===== src/rtl/core/ddo_pkg.sv =====
// shared types, constants and tables for the differential drive odometry block
package ddo_pkg;

	localparam int ANGLE_BITS_DEF = 16;
	localparam int CFG_W = 24;
	localparam int POS_W = 32;
	localparam int CNT_W = 32;
	localparam int HDG_W = 16;
	localparam int QUAL_W = 7;

	localparam logic [CFG_W-1:0] DPD_RESET = 24'd58107;
	localparam logic [CFG_W-1:0] HG_RESET = 24'd8427;

	localparam int CORDIC_STEPS = 28;
	localparam int CORDIC_W = 34;
	localparam logic signed [CORDIC_W-1:0] CORDIC_K_Q30 = 34'sd652032874;

	localparam logic [31:0] ATAN_TAB [CORDIC_STEPS] = '{
		32'd536870912, 32'd316933406, 32'd167458907, 32'd85004756, 32'd42667331,
		32'd21354465, 32'd10679838, 32'd5340245, 32'd2670163, 32'd1335087,
		32'd667544, 32'd333772, 32'd166886, 32'd83443, 32'd41722, 32'd20861,
		32'd10430, 32'd5215, 32'd2608, 32'd1304, 32'd652, 32'd326, 32'd163,
		32'd81, 32'd41, 32'd20, 32'd10, 32'd5
	};

	typedef enum logic [0:0] {
		REG_DIST_PER_DEG,
		REG_HEADING_GAIN
	} reg_idx_t;

	typedef enum logic [2:0] {
		ST_IDLE,
		ST_START,
		ST_P1,
		ST_P2,
		ST_WRITE
	} ddo_state_t;

endpackage


===== src/rtl/core/ddo_chan_if.sv =====
// sample and pose channel interfaces of the odometry block
interface ddo_sample_if;
	logic               valid;
	logic               ready;
	logic [6:0]         gps_quality;
	logic signed [31:0] gps_x;
	logic signed [31:0] gps_y;
	logic [15:0]        gps_heading;
	logic signed [31:0] left_count;
	logic signed [31:0] right_count;

	modport source(output valid, gps_quality, gps_x, gps_y, gps_heading, left_count,
		right_count, input ready);
	modport sink(input valid, gps_quality, gps_x, gps_y, gps_heading, left_count,
		right_count, output ready);
endinterface

interface ddo_pose_if;
	logic               valid;
	logic               ready;
	logic signed [31:0] pos_x;
	logic signed [31:0] pos_y;
	logic [15:0]        pose_heading;
	logic               from_gps;

	modport source(output valid, pos_x, pos_y, pose_heading, from_gps, input ready);
	modport sink(input valid, pos_x, pos_y, pose_heading, from_gps, output ready);
endinterface


===== src/rtl/core/ddo_serial_mul.sv =====
// bit-serial signed by unsigned or signed multiplier, one multiplier bit per cycle
module ddo_serial_mul #(
	parameter int MW = 33,
	parameter int NW = 24,
	parameter bit NEG_MSB = 1'b0
) (
	input  logic                 clk,
	input  logic                 arst_n,
	input  logic                 start,
	input  logic signed [MW-1:0] mcand,
	input  logic [NW-1:0]        mplier,
	output logic                 busy,
	output logic [MW+NW-1:0]     prod
);
	localparam int CW = $clog2(NW + 1);

	logic                 busy_q;
	logic [CW-1:0]        cnt_q;
	logic signed [MW-1:0] m_q;
	logic signed [MW:0]   hi_q;
	logic [NW-1:0]        lo_q;
	logic [NW-1:0]        mp_q;
	logic signed [MW+1:0] m_ext;
	logic signed [MW+1:0] addend;
	logic signed [MW+1:0] sum;
	logic                 last;

	assign last = (cnt_q == CW'(NW - 1));
	assign m_ext = {{2{m_q[MW-1]}}, m_q};

	always_comb begin
		addend = '0;
		if (mp_q[0]) begin
			addend = (NEG_MSB && last) ? -m_ext : m_ext;
		end
		sum = {hi_q[MW], hi_q} + addend;
	end

	always_ff @(posedge clk or negedge arst_n) begin
		if (!arst_n) begin
			busy_q <= 1'b0;
			cnt_q  <= '0;
		end else if (start) begin
			busy_q <= 1'b1;
			cnt_q  <= '0;
		end else if (busy_q) begin
			cnt_q <= cnt_q + CW'(1);
			if (last) begin
				busy_q <= 1'b0;
			end
		end
	end

	always_ff @(posedge clk) begin
		if (start) begin
			m_q  <= mcand;
			hi_q <= '0;
			lo_q <= '0;
			mp_q <= mplier;
		end else if (busy_q) begin
			hi_q <= sum[MW+1:1];
			lo_q <= {sum[0], lo_q[NW-1:1]};
			mp_q <= mp_q >> 1;
		end
	end

	assign busy = busy_q;
	assign prod = {hi_q[MW-1:0], lo_q};

endmodule


===== src/rtl/core/ddo_cordic.sv =====
// iterative cordic, one rotation step per cycle, cos and sin in q30
module ddo_cordic #(
	parameter int ANGLE_BITS = ddo_pkg::ANGLE_BITS_DEF
) (
	input  logic                  clk,
	input  logic                  arst_n,
	input  logic                  start,
	input  logic [ANGLE_BITS-1:0] angle,
	output logic                  busy,
	output logic signed [31:0]    cos_v,
	output logic signed [31:0]    sin_v
);
	import ddo_pkg::*;

	localparam int IW = $clog2(CORDIC_STEPS);

	logic                       busy_q;
	logic [IW-1:0]              i_q;
	logic                       flip_q;
	logic signed [CORDIC_W-1:0] x_q;
	logic signed [CORDIC_W-1:0] y_q;
	logic signed [CORDIC_W-1:0] z_q;
	logic [31:0]                a32;
	logic                       flip;
	logic [31:0]                a_fold;
	logic signed [CORDIC_W-1:0] xs;
	logic signed [CORDIC_W-1:0] ys;
	logic signed [CORDIC_W-1:0] at;
	logic                       last;

	assign a32 = {angle, {(32 - ANGLE_BITS){1'b0}}};
	assign flip = a32[31] ^ a32[30];
	assign a_fold = {a32[31] ^ flip, a32[30:0]};
	assign xs = x_q >>> i_q;
	assign ys = y_q >>> i_q;
	assign at = {{(CORDIC_W - 32){1'b0}}, ATAN_TAB[i_q]};
	assign last = (i_q == IW'(CORDIC_STEPS - 1));

	always_ff @(posedge clk or negedge arst_n) begin
		if (!arst_n) begin
			busy_q <= 1'b0;
			i_q    <= '0;
		end else if (start) begin
			busy_q <= 1'b1;
			i_q    <= '0;
		end else if (busy_q) begin
			i_q <= i_q + IW'(1);
			if (last) begin
				busy_q <= 1'b0;
			end
		end
	end

	always_ff @(posedge clk) begin
		if (start) begin
			x_q    <= CORDIC_K_Q30;
			y_q    <= '0;
			z_q    <= {{(CORDIC_W - 32){a_fold[31]}}, a_fold};
			flip_q <= flip;
		end else if (busy_q) begin
			if (!z_q[CORDIC_W-1]) begin
				x_q <= x_q - ys;
				y_q <= y_q + xs;
				z_q <= z_q - at;
			end else begin
				x_q <= x_q + ys;
				y_q <= y_q - xs;
				z_q <= z_q + at;
			end
		end
	end

	assign busy = busy_q;
	assign cos_v = flip_q ? -x_q[31:0] : x_q[31:0];
	assign sin_v = flip_q ? -y_q[31:0] : y_q[31:0];

endmodule


===== src/rtl/core/diff_drive_odometry.sv =====
// odometry top level: gps override or dead reckoning from wheel encoders
//
//  channel  dir  payload
//  sample   in   gps_quality, gps_x, gps_y, gps_heading, left_count, right_count
//  pose     out  pos_x, pos_y, pose_heading, from_gps
//  wr_*     in   config write: wr_en, wr_idx, wr_data
//
// a dead-reckoned beat runs in two phases: 28 cordic steps set the first phase,
// the 32 bit-serial steps of the cosine and sine products set the second
// a gps beat goes from the start state straight to the write state
// reset clears the pose estimate and encoder history to zero and loads default gains
// the pose register holds a finished beat until taken; the next is accepted meanwhile
module diff_drive_odometry #(
	parameter int ANGLE_BITS = ddo_pkg::ANGLE_BITS_DEF
) (
	input  logic                        clk,
	input  logic                        arst_n,
	ddo_sample_if.sink                  sample,
	ddo_pose_if.source                  pose,
	input  logic                        wr_en,
	input  ddo_pkg::reg_idx_t           wr_idx,
	input  logic [ddo_pkg::CFG_W-1:0]   wr_data
);
	import ddo_pkg::*;

	ddo_state_t state_q, state_d;

	logic [CFG_W-1:0]      dpd_q;
	logic [CFG_W-1:0]      hg_q;
	logic signed [31:0]    last_left_q;
	logic signed [31:0]    last_right_q;
	logic [POS_W-1:0]      est_x_q;
	logic [POS_W-1:0]      est_y_q;
	logic [ANGLE_BITS-1:0] est_h_q;
	logic                  out_valid_q;

	logic               gps_q;
	logic [POS_W-1:0]   gx_q;
	logic [POS_W-1:0]   gy_q;
	logic [HDG_W-1:0]   gh_q;
	logic signed [31:0] lc_q;
	logic signed [31:0] rc_q;

	logic [POS_W-1:0] pos_x_q;
	logic [POS_W-1:0] pos_y_q;
	logic [HDG_W-1:0] pose_h_q;
	logic             from_gps_q;

	logic p1_start, p2_start, commit;

	logic signed [32:0] diff_l, diff_r;
	logic               busy_l, busy_r, busy_c, busy_x, busy_y, busy_h;
	logic [56:0]        prod_l, prod_r;
	logic signed [48:0] dl, dr;
	logic [49:0]        sum_lr;
	logic signed [48:0] avg;
	logic signed [49:0] dd;
	logic signed [31:0] cos_v, sin_v;
	logic [80:0]        prod_x, prod_y;
	logic [73:0]        prod_h;

	logic [31:0]           g32;
	logic [POS_W-1:0]      est_x_n, est_y_n;
	logic [ANGLE_BITS-1:0] est_h_n;
	logic [31:0]           h32;

	always_ff @(posedge clk or negedge arst_n) begin
		if (!arst_n) begin
			dpd_q <= DPD_RESET;
			hg_q  <= HG_RESET;
		end else if (wr_en) begin
			unique case (wr_idx)
				REG_DIST_PER_DEG: dpd_q <= wr_data;
				REG_HEADING_GAIN: hg_q  <= wr_data;
			endcase
		end
	end

	always_ff @(posedge clk or negedge arst_n) begin
		if (!arst_n) begin
			state_q <= ST_IDLE;
		end else begin
			state_q <= state_d;
		end
	end

	always_comb begin
		state_d      = state_q;
		sample.ready = 1'b0;
		p1_start     = 1'b0;
		p2_start     = 1'b0;
		commit       = 1'b0;
		unique case (state_q)
			ST_IDLE: begin
				sample.ready = 1'b1;
				if (sample.valid) begin
					state_d = ST_START;
				end
			end
			ST_START: begin
				if (gps_q) begin
					state_d = ST_WRITE;
				end else begin
					p1_start = 1'b1;
					state_d  = ST_P1;
				end
			end
			ST_P1: begin
				if (!busy_l && !busy_r && !busy_c) begin
					p2_start = 1'b1;
					state_d  = ST_P2;
				end
			end
			ST_P2: begin
				if (!busy_x && !busy_y && !busy_h) begin
					state_d = ST_WRITE;
				end
			end
			ST_WRITE: begin
				if (!out_valid_q || pose.ready) begin
					commit  = 1'b1;
					state_d = ST_IDLE;
				end
			end
			default: state_d = ST_IDLE;
		endcase
	end

	always_ff @(posedge clk) begin
		if (sample.valid && sample.ready) begin
			gps_q <= (sample.gps_quality != '0);
			gx_q  <= sample.gps_x;
			gy_q  <= sample.gps_y;
			gh_q  <= sample.gps_heading;
			lc_q  <= sample.left_count;
			rc_q  <= sample.right_count;
		end
	end

	// encoder distances and heading rotation
	assign diff_l = {last_left_q[31], last_left_q} - {lc_q[31], lc_q};
	assign diff_r = {last_right_q[31], last_right_q} - {rc_q[31], rc_q};

	ddo_serial_mul #(.MW(33), .NW(CFG_W), .NEG_MSB(1'b0)) u_mul_l (
		.clk(clk), .arst_n(arst_n), .start(p1_start), .mcand(diff_l), .mplier(dpd_q),
		.busy(busy_l), .prod(prod_l)
	);

	ddo_serial_mul #(.MW(33), .NW(CFG_W), .NEG_MSB(1'b0)) u_mul_r (
		.clk(clk), .arst_n(arst_n), .start(p1_start), .mcand(diff_r), .mplier(dpd_q),
		.busy(busy_r), .prod(prod_r)
	);

	ddo_cordic #(.ANGLE_BITS(ANGLE_BITS)) u_cordic (
		.clk(clk), .arst_n(arst_n), .start(p1_start), .angle(est_h_q), .busy(busy_c),
		.cos_v(cos_v), .sin_v(sin_v)
	);

	assign dl = prod_l[56:8];
	assign dr = prod_r[56:8];
	assign sum_lr = {dl[48], dl} + {dr[48], dr};
	assign avg = sum_lr[49:1];
	assign dd = {dr[48], dr} - {dl[48], dl};

	// position and heading steps
	ddo_serial_mul #(.MW(49), .NW(32), .NEG_MSB(1'b1)) u_mul_x (
		.clk(clk), .arst_n(arst_n), .start(p2_start), .mcand(avg), .mplier(cos_v),
		.busy(busy_x), .prod(prod_x)
	);

	ddo_serial_mul #(.MW(49), .NW(32), .NEG_MSB(1'b1)) u_mul_y (
		.clk(clk), .arst_n(arst_n), .start(p2_start), .mcand(avg), .mplier(sin_v),
		.busy(busy_y), .prod(prod_y)
	);

	ddo_serial_mul #(.MW(50), .NW(CFG_W), .NEG_MSB(1'b0)) u_mul_h (
		.clk(clk), .arst_n(arst_n), .start(p2_start), .mcand(dd), .mplier(hg_q),
		.busy(busy_h), .prod(prod_h)
	);

	assign g32 = {gh_q, 16'b0};

	always_comb begin
		if (gps_q) begin
			est_x_n = gx_q;
			est_y_n = gy_q;
			est_h_n = g32[31 -: ANGLE_BITS];
		end else begin
			est_x_n = est_x_q + prod_x[61:30];
			est_y_n = est_y_q + prod_y[61:30];
			est_h_n = est_h_q + prod_h[16 +: ANGLE_BITS];
		end
	end

	assign h32 = {est_h_n, {(32 - ANGLE_BITS){1'b0}}};

	always_ff @(posedge clk or negedge arst_n) begin
		if (!arst_n) begin
			last_left_q  <= '0;
			last_right_q <= '0;
			est_x_q      <= '0;
			est_y_q      <= '0;
			est_h_q      <= '0;
			out_valid_q  <= 1'b0;
		end else begin
			if (p1_start) begin
				last_left_q  <= lc_q;
				last_right_q <= rc_q;
			end
			if (commit) begin
				est_x_q     <= est_x_n;
				est_y_q     <= est_y_n;
				est_h_q     <= est_h_n;
				out_valid_q <= 1'b1;
			end else if (pose.ready) begin
				out_valid_q <= 1'b0;
			end
		end
	end

	always_ff @(posedge clk) begin
		if (commit) begin
			pos_x_q    <= est_x_n;
			pos_y_q    <= est_y_n;
			pose_h_q   <= h32[31:16];
			from_gps_q <= gps_q;
		end
	end

	assign pose.valid        = out_valid_q;
	assign pose.pos_x        = pos_x_q;
	assign pose.pos_y        = pos_y_q;
	assign pose.pose_heading = pose_h_q;
	assign pose.from_gps     = from_gps_q;

`ifndef SYNTHESIS
	a_valid_from_write: assert property (@(posedge clk) disable iff (!arst_n)
		$rose(pose.valid) |-> $past(state_q) == ST_WRITE)
		else $error("pose beat raised outside write");

	a_gps_keeps_encoders: assert property (@(posedge clk) disable iff (!arst_n)
		(state_q == ST_START && gps_q) |=>
		(state_q == ST_WRITE && $stable(last_left_q) && $stable(last_right_q)))
		else $error("gps beat disturbed encoder history");

	a_cordic_idle_in_p2: assert property (@(posedge clk) disable iff (!arst_n)
		(state_q == ST_P2) |-> !busy_c && !busy_l && !busy_r)
		else $error("first phase still running in second phase");

	a_from_gps_tag: assert property (@(posedge clk) disable iff (!arst_n)
		$rose(pose.valid) |-> pose.from_gps == $past(gps_q))
		else $error("pose source tag mismatch");
`endif

endmodule


===== src/flat_wrapper.sv =====
// flat-port wrapper written by rule: the top's interface ports become plain ports
module diff_drive_odometry_flat import ddo_pkg::*;
#(
	parameter int ANGLE_BITS = ddo_pkg::ANGLE_BITS_DEF
)
  (clk, arst_n, wr_en, wr_idx, wr_data, sample_valid, sample_gps_quality, sample_gps_x, sample_gps_y, sample_gps_heading, sample_left_count, sample_right_count, sample_ready, pose_valid, pose_pos_x, pose_pos_y, pose_pose_heading, pose_from_gps, pose_ready);
  ddo_sample_if sample_i ();
  ddo_pose_if pose_i ();
  input  logic clk;
  input  logic arst_n;
  input  logic wr_en;
  input  ddo_pkg::reg_idx_t wr_idx;
  input  logic [ddo_pkg::CFG_W-1:0] wr_data;
  input wire logic [$bits(sample_i.valid)-1:0] sample_valid;
  input wire logic [$bits(sample_i.gps_quality)-1:0] sample_gps_quality;
  input wire logic [$bits(sample_i.gps_x)-1:0] sample_gps_x;
  input wire logic [$bits(sample_i.gps_y)-1:0] sample_gps_y;
  input wire logic [$bits(sample_i.gps_heading)-1:0] sample_gps_heading;
  input wire logic [$bits(sample_i.left_count)-1:0] sample_left_count;
  input wire logic [$bits(sample_i.right_count)-1:0] sample_right_count;
  output wire logic [$bits(sample_i.ready)-1:0] sample_ready;
  output wire logic [$bits(pose_i.valid)-1:0] pose_valid;
  output wire logic [$bits(pose_i.pos_x)-1:0] pose_pos_x;
  output wire logic [$bits(pose_i.pos_y)-1:0] pose_pos_y;
  output wire logic [$bits(pose_i.pose_heading)-1:0] pose_pose_heading;
  output wire logic [$bits(pose_i.from_gps)-1:0] pose_from_gps;
  input wire logic [$bits(pose_i.ready)-1:0] pose_ready;
  assign sample_i.valid = sample_valid;
  assign sample_i.gps_quality = sample_gps_quality;
  assign sample_i.gps_x = sample_gps_x;
  assign sample_i.gps_y = sample_gps_y;
  assign sample_i.gps_heading = sample_gps_heading;
  assign sample_i.left_count = sample_left_count;
  assign sample_i.right_count = sample_right_count;
  assign sample_ready = sample_i.ready;
  assign pose_valid = pose_i.valid;
  assign pose_pos_x = pose_i.pos_x;
  assign pose_pos_y = pose_i.pos_y;
  assign pose_pose_heading = pose_i.pose_heading;
  assign pose_from_gps = pose_i.from_gps;
  assign pose_i.ready = pose_ready;
  diff_drive_odometry #(.ANGLE_BITS(ANGLE_BITS)) u_core (.clk(clk), .arst_n(arst_n), .sample(sample_i), .pose(pose_i), .wr_en(wr_en), .wr_idx(wr_idx), .wr_data(wr_data));
endmodule

===== config.mk =====
export PLATFORM = sky130hd
export DESIGN_NAME = diff_drive_odometry_flat
export DESIGN_NICKNAME = d
export VERILOG_FILES = /design/src/rtl/core/ddo_pkg.sv /design/src/rtl/core/ddo_chan_if.sv /design/src/rtl/core/ddo_serial_mul.sv /design/src/rtl/core/ddo_cordic.sv /design/src/rtl/core/diff_drive_odometry.sv /design/src/flat_wrapper.sv
export SDC_FILE = /design/constraint.sdc
export NUM_CORES = 2
export LEC_CHECK = 0
export BUFFER_PORTS_ARGS = -buffer_cell sky130_fd_sc_hd__buf_2
export CORE_ASPECT_RATIO = 0.6
export CORE_UTILIZATION = 40
export CTS_BUF_LIST = sky130_fd_sc_hd__clkbuf_8
export CTS_CLUSTER_SIZE = 40
export DETAILED_ROUTE_END_ITERATION = 16
export HOLD_SLACK_MARGIN = 0.12
export SYNTH_ARGS = -nofsm -noshare
export SYNTH_HDL_FRONTEND = slang
export SYNTH_SLANG_ARGS = --single-unit

===== constraint.sdc =====
create_clock -name clk -period 49.1 [get_ports clk]
set_clock_uncertainty 0.1 [all_clocks]
set_input_delay 4.91 -clock clk [delete_from_list [all_inputs] [get_ports clk]]
set_output_delay 4.91 -clock clk [all_outputs]
set_load 0.02 [all_outputs]

# Word-level counts from Yosys, hierarchy flattened
# Memory sizes are Yosys's and may differ from the RTL's.
# Index checks and enable logic that the tools add are counted.
[totals] elab_cells=203 mem_bits_ro=1024 n_memories=1 out_inout_bits=83 inputBits=181 reg_bits=1219
[mem_list] name="(no name shown)" depth=32 word_bits=32 rd=1 rd_clocked_by_memory_dff=0 write_ports=0 line_no="ddo_cordic.sv:36" source="assign at = {{(CORDIC_W - 32){1'b0}}, ATAN_TAB[i_q]};"
[classes] mux=74 n_addsub=27 reduce_logical=25 order_cmp=1 n_shift=2 bitwise_logic=4 eq_ne=14
[ops] operator="$mux 32" count=10
[ops] operator="$mux 51" count=4
[ops] operator="$mux 34" count=5
[ops] operator="$mux 24" count=6
[ops] operator="$add 51x51->51" count=2
[ops] operator="$add 35x35->35" count=2
[ops] operator="$mux 35" count=2
[ops] operator="$add 34x34->34" count=2
[ops] operator="$sshr 34x5->34" count=2
[ops] operator="$sub 34x34->34" count=2
[ops] operator="$sub 32x32->33" count=2
[ops] operator="$add 32x32->32" count=2
[ops] operator="$neg 32->32" count=2
[ops] operator="$add 52x52->52" count=1
[ops] operator="$mux 52" count=1
[ops] operator="$neg 49->51" count=1
[ops] operator="$add 49x49->50" count=1
[ops] operator="$sub 49x49->50" count=1
[ops] operator="$mux 5" count=8
[ops] operator="$add 34x33->34" count=1
[ops] operator="$sub 34x33->34" count=1
[ops] operator="$mux 1" count=27
[ops] operator="$mux 6" count=4
[ops] operator="$add 5x1->5 const B" count=4
[ops] operator="other kinds (24)" count=54

# Depth between registers and ports, before layout
[logic_depth] word_depth=8 ltp_mapped=32 mapped_depth_nobuf=26

# Cells and area by module
# From an unflattened synthesis, not the netlist that was laid out.
[unflattened] cells_unflattened=9517 area_unflattened_um2=88990.3
[by_module_without_submodules] module="diff_drive_odometry" area_per_inst_um2=27307.4 cells_each=2736 seq_area_each_um2=11713.7 n_inst=1
[by_module_without_submodules] module="ddo_serial_mul (u_core.u_mul_x ...)" area_per_inst_um2=10765.3 cells_each=1156 seq_area_each_um2=4249.1 n_inst=2
[by_module_without_submodules] module="ddo_cordic" area_per_inst_um2=17810.8 cells_each=2261 seq_area_each_um2=2402.3 n_inst=1
[by_module_without_submodules] module="ddo_serial_mul (u_core.u_mul_l ...)" area_per_inst_um2=6784.0 cells_each=658 seq_area_each_um2=3022.9 n_inst=2
[by_module_without_submodules] module="ddo_serial_mul (u_core.u_mul_h)" area_per_inst_um2=8773.4 cells_each=892 seq_area_each_um2=3873.7 n_inst=1

# Worst setup path after synthesis
# Ideal clock, no wire load.
[synth_timing] kind="input to register" startpoint="input port sample_valid" endpoint="register u_core.gh_q[0] (enable)" setup_time_ns=1.055 arrival_ns=19.449 stages=1 slack_ns=28.496 path_cell_list="nor4b_1"
[synth_between] elab_chain_len=1
[synth_rtl] element="start: declaration" line_no="flat_wrapper.sv:14" source="input wire logic [$bits(sample_i.valid)-1:0] sample_valid;"
[synth_rtl] element="$logic_and 1x1->1" line_no="diff_drive_odometry.sv:130" source="if (sample.valid && sample.ready) begin"
[synth_rtl] element="end signal: assignment" line_no="diff_drive_odometry.sv:134" source="gh_q <= sample.gps_heading;"
[synth_rtl] element="end: declaration" line_no="diff_drive_odometry.sv:40" source="logic [HDG_W-1:0] gh_q;"
# No other way between the ends.
# A chain may end at the register's enable or synchronous reset.

# Final worst setup path
[layout_timing] startpoint="register u_core.u_cordic.i_q[1]" endpoint="register u_core.u_cordic.y_q[23]"
[layout_between] elab_chain_len=3
[layout_rtl] element="start: declaration" line_no="ddo_cordic.sv:18" source="logic [IW-1:0] i_q;"
[layout_rtl] element="start signal: assignment" line_no="ddo_cordic.sv:47" source="i_q <= i_q + IW'(1);"
[layout_rtl] element="$sshr 34x5->34 *" line_no="ddo_cordic.sv:34" source="assign xs = x_q >>> i_q;"
[layout_rtl] element="$add 34x34->34 or $sub 34x34->34 (tied branches)" line_no="ddo_cordic.sv:63, ddo_cordic.sv:67"
[layout_rtl] element="$mux 34 *" line_no="ddo_cordic.sv:61" source="if (!z_q[CORDIC_W-1]) begin"
[layout_rtl] element="end signal: assignment" line_no="ddo_cordic.sv:63" source="y_q <= y_q + xs;"
[layout_rtl] element="end signal: assignment" line_no="ddo_cordic.sv:67" source="y_q <= y_q - xs;"
[layout_rtl] element="end: declaration" line_no="ddo_cordic.sv:21" source="logic signed [CORDIC_W-1:0] y_q;"
# Mark *: on every way between the ends. The rest lies on a longest branch, timed or not.

==> metrics.md <==
| Metric | Value |
|---|---|
| Outcome | complete, no violations |
| First-pass GRT wire length | 369000 um |
| Final routed DRC violation total | 0 |
| Worst-path fanout max | 63 |
| Worst slew margin | 12.9% |
| Startpoint Class | flop |
| Clock buffer depth | 4 |
| Final Wtd Congestion | 1.00 |
| Final worst-path cycle share | 18.5% |
| Post-Syn Nets | 9426 |
| Worst Hold Class | flop to flop |
| Dpl cell area | 82400 um^2 |
| Fmax | 110 MHz |
| Met2 usage | 29.6% |
| Max-Cap Viols | 0 |
| Cts hold-fix bufs | 0 |
| Yosys cell types | 118 |
| Max-slew violation count | 0 |
| R2r worst-path depth | 23 |
| Total track usage | 23.3% |
| H-Tree Level Count | 4 |
| Most frequent cells in the layout | nand2_1 (1026), nor2_1 (742), o21ai_0 (608) |
| Gr busiest metal | met1 |
| RSZ-0062 raised after global routing | false |
| CP startpoint | u_core.u_cordic.i_q[1] |
| CTS Root Cell | clkbuf_8 |
| Die Footprint | 200000 um^2 |
| Worst flop-to-flop path startpoint | u_core.u_cordic.i_q[1] |
| Layout cells sized above 1 | 10.3% |
| Net count, final | 9530 |
| Critical Path AT | 9750 ps |
| Routed vias/inst | 5.65 |
| WP data required | 49750 ps |
| # resized after CTS | 0 |
| Final WS setup | 40010 ps |
| CTS clk-pin slew, worst paths | 70 ps |
| Number of CTS-inserted buffers | 192 |
| Core area | 195000 um^2 |
| Synth warn | 0 |
| Post-synth EDFFs | 546 |
| Final wirelength | 239000 um |
| Final Cell Area | 86300 um^2 |
| Worst Hold Endpoint | u_core.u_mul_y.hi_q[42] |
| TritonCTS clock tree | done |
| Layout area overhead | 9.12% |
| Most common cell after layout, fill and taps aside | nand2_1 |
| Final hold viol count | 0 |
| Largest net degree at the start of global routing | 170 |
| Syn avg cell area | 9.14 um^2 |
| Die W | 576 um |
| Fill count | 18900 |
| FF-to-FF End | u_core.u_cordic.y_q[23] |
| Number of synthesized register bits | 1127 |
| Worst slack, placed | 40350 ps |
| Met1 capacity usage during global routing | 38.1% |
| Number of global-route vias before repair | 60866 |
| Element type at the critical path end | flop |
| Setup CP Type | flop to flop |
| Vias | 65091 |
| Syn Inst Count | 8653 |
| DRT antenna net count | 0 |
| Register area share after synthesis | 36.9% |
| Primary FF master, synth | edfxtp_1 |
| Worst-margin pin slew | 1290 ps |
| Post-CTS Setup Bufs | 0 |
| Port-buffer cells | 263 |
| Synthesized area | 79100 um^2 |
| Minimum clock period | 9090 ps |
| Drt wl/cell | 20.8 um |
| Iter 0 DRT Violations | 6024 |
| TritonCTS sink count | 1127 |
| DRT Pass-1 Iters | 6 |
| Antenna violations before repair | 10 |
| Fin Setup TNS | 0 ps |
| Initial Util | 40.5% |
| Clock Latency Late Sink | 910 ps |
| Row cnt | 125 |
| Setup slack, reg-to-reg | 40010 ps |
| Hold path startpoint | u_core.u_mul_y.hi_q[42] |
| Hold Path Stages | 2 |
| Boundary Pins | 264 |
| DIE HEIGHT | 346 um |
| Total grt overflow | 0 |
| FFs w/ async S/R, synth | 20.8% |
| Detailed placement HPWL | 178000 um |
| Final Setup Violations | 0 |
| GR Util met3 | 6.15% |
## area by class of cell
| class | instances | area [um^2] | area share [%] |
|---|---|---|---|
| Antenna cell | 5 | 12.5 | 0.0145 |
| Clock buffer | 219 | 3010 | 3.49 |
| Clock inverter | 131 | 830 | 0.961 |
| Inverter | 334 | 1270 | 1.48 |
| Multi-Input combinational cell | 6760 | 46700 | 54.1 |
| Sequential cell | 1127 | 29300 | 33.9 |
| Tap cell | 2603 | 3260 | 3.77 |
| Timing Repair Buffer | 342 | 1930 | 2.24 |
## worst max-delay path: stages (launching register included)
cell and delay (ps):
dfrtp_4 690, buf_4 640, buf_4 820, mux4_1 700
mux2i_1 410, o22ai_1 140, nor3_1 480, nand2_1 250
nor4_1 880, a21oi_1 200, xor2_1 190, ha_1 360
and3_1 170, a221oi_1 620, nor2b_1 120, nor4_1 440
a21boi_0 310, a21o_1 240, a21o_1 200, a31oi_1 260
nor2_1 90, a211oi_1 250, xor2_1 180, o21ai_0 100
## sequential cells by signal (all words and copies together) (netlist names), 49 cells and up
signal	cells
u_core.u_mul_h.m_q	50
u_core.u_mul_x.m_q	49
u_core.u_mul_x.hi_q	50
u_core.u_mul_y.hi_q	50
u_core.u_mul_h.hi_q	51
## layer usage
metal | vias up | part of all wire (%)
met1 | 31199 | 53
li1 | 31278 | -
met5 | - | 0.0054
met3 | 296 | 9.3
met4 | 2 | 1.6
met2 | 2316 | 36
## cells by family (layout without fill, tap and decap cells)
family / Yosys count / after routing / share of synthesized area, %
other cells: 0 / 5 / 0
buf+inv: 766 / 1026 / 4.02
compound gates: 2189 / 2189 / 17.5
flops: 1127 / 1127 / 36.9
simple gates: 2781 / 2781 / 16.4
fa+ha+maj: 592 / 592 / 9.51
xor+xnor: 703 / 703 / 7.79
mux: 495 / 495 / 7.90
## through the flow
step	std cells	hold slack [ps]	utilization, %
CTS	11516	357	44.2
detailed placement	11166	351	42.3
floorplan	8653	324	-
finish	11521	358	44.2
global placement	11166	344	42.3
global route	11517	384	44.2
## worst max-delay path by stage
| stage | endpoint | depth (start not counted) |
|---|---|---|
| floorplan | u_core.gh_q[0] | 1 |
| global placement | u_core.u_cordic.y_q[23] | 23 |
| detailed placement | u_core.u_cordic.y_q[23] | 23 |
| CTS | u_core.u_cordic.y_q[23] | 23 |
| global route | u_core.u_cordic.y_q[23] | 23 |
| finish | u_core.u_cordic.y_q[23] | 23 |
## synthesized netlist by cell type (21+ instances only)
master       n  area (um^2)
a211o_1     21          184
a211oi_1    86          646
a21boi_0    47          353
a21o_1     225         1690
a21oi_1    559         2800
a221oi_1    22          193
a22oi_1     22          165
a31oi_1     75          469
and2_1     221         1380
and3_1      68          425
buf_1       35          131
buf_2       27          135
clkbuf_1   333         1250
dfrtp_1    216         5410
dfxtp_1    347         6950
edfxtp_1   546        16400
ha_1       577         7220
inv_1      328         1230
mux2_2     116         1310
mux2i_1    291         2910
mux4_2      68         1530
nand2_1   1026         3850
nand2b_1   113          707
nand3_1    118          591
nand4_1     51          319
nor2_1     743         2790
nor2b_1     72          450
nor3_1     107          536
nor4_1      27          169
o211ai_1    47          353
o21a_1      97          728
o21ai_0    608         3040
o21bai_1    84          631
o22ai_1     29          181
o31ai_1     56          420
or2_2       29          181
or3_1       99          619
or4_1       22          165
xnor2_1    448         3920
xor2_1     255         2230
Power is left out: the tool's default activity adds up to more than one toggle a clock period on the data nets, which glitch-free logic cannot reach.
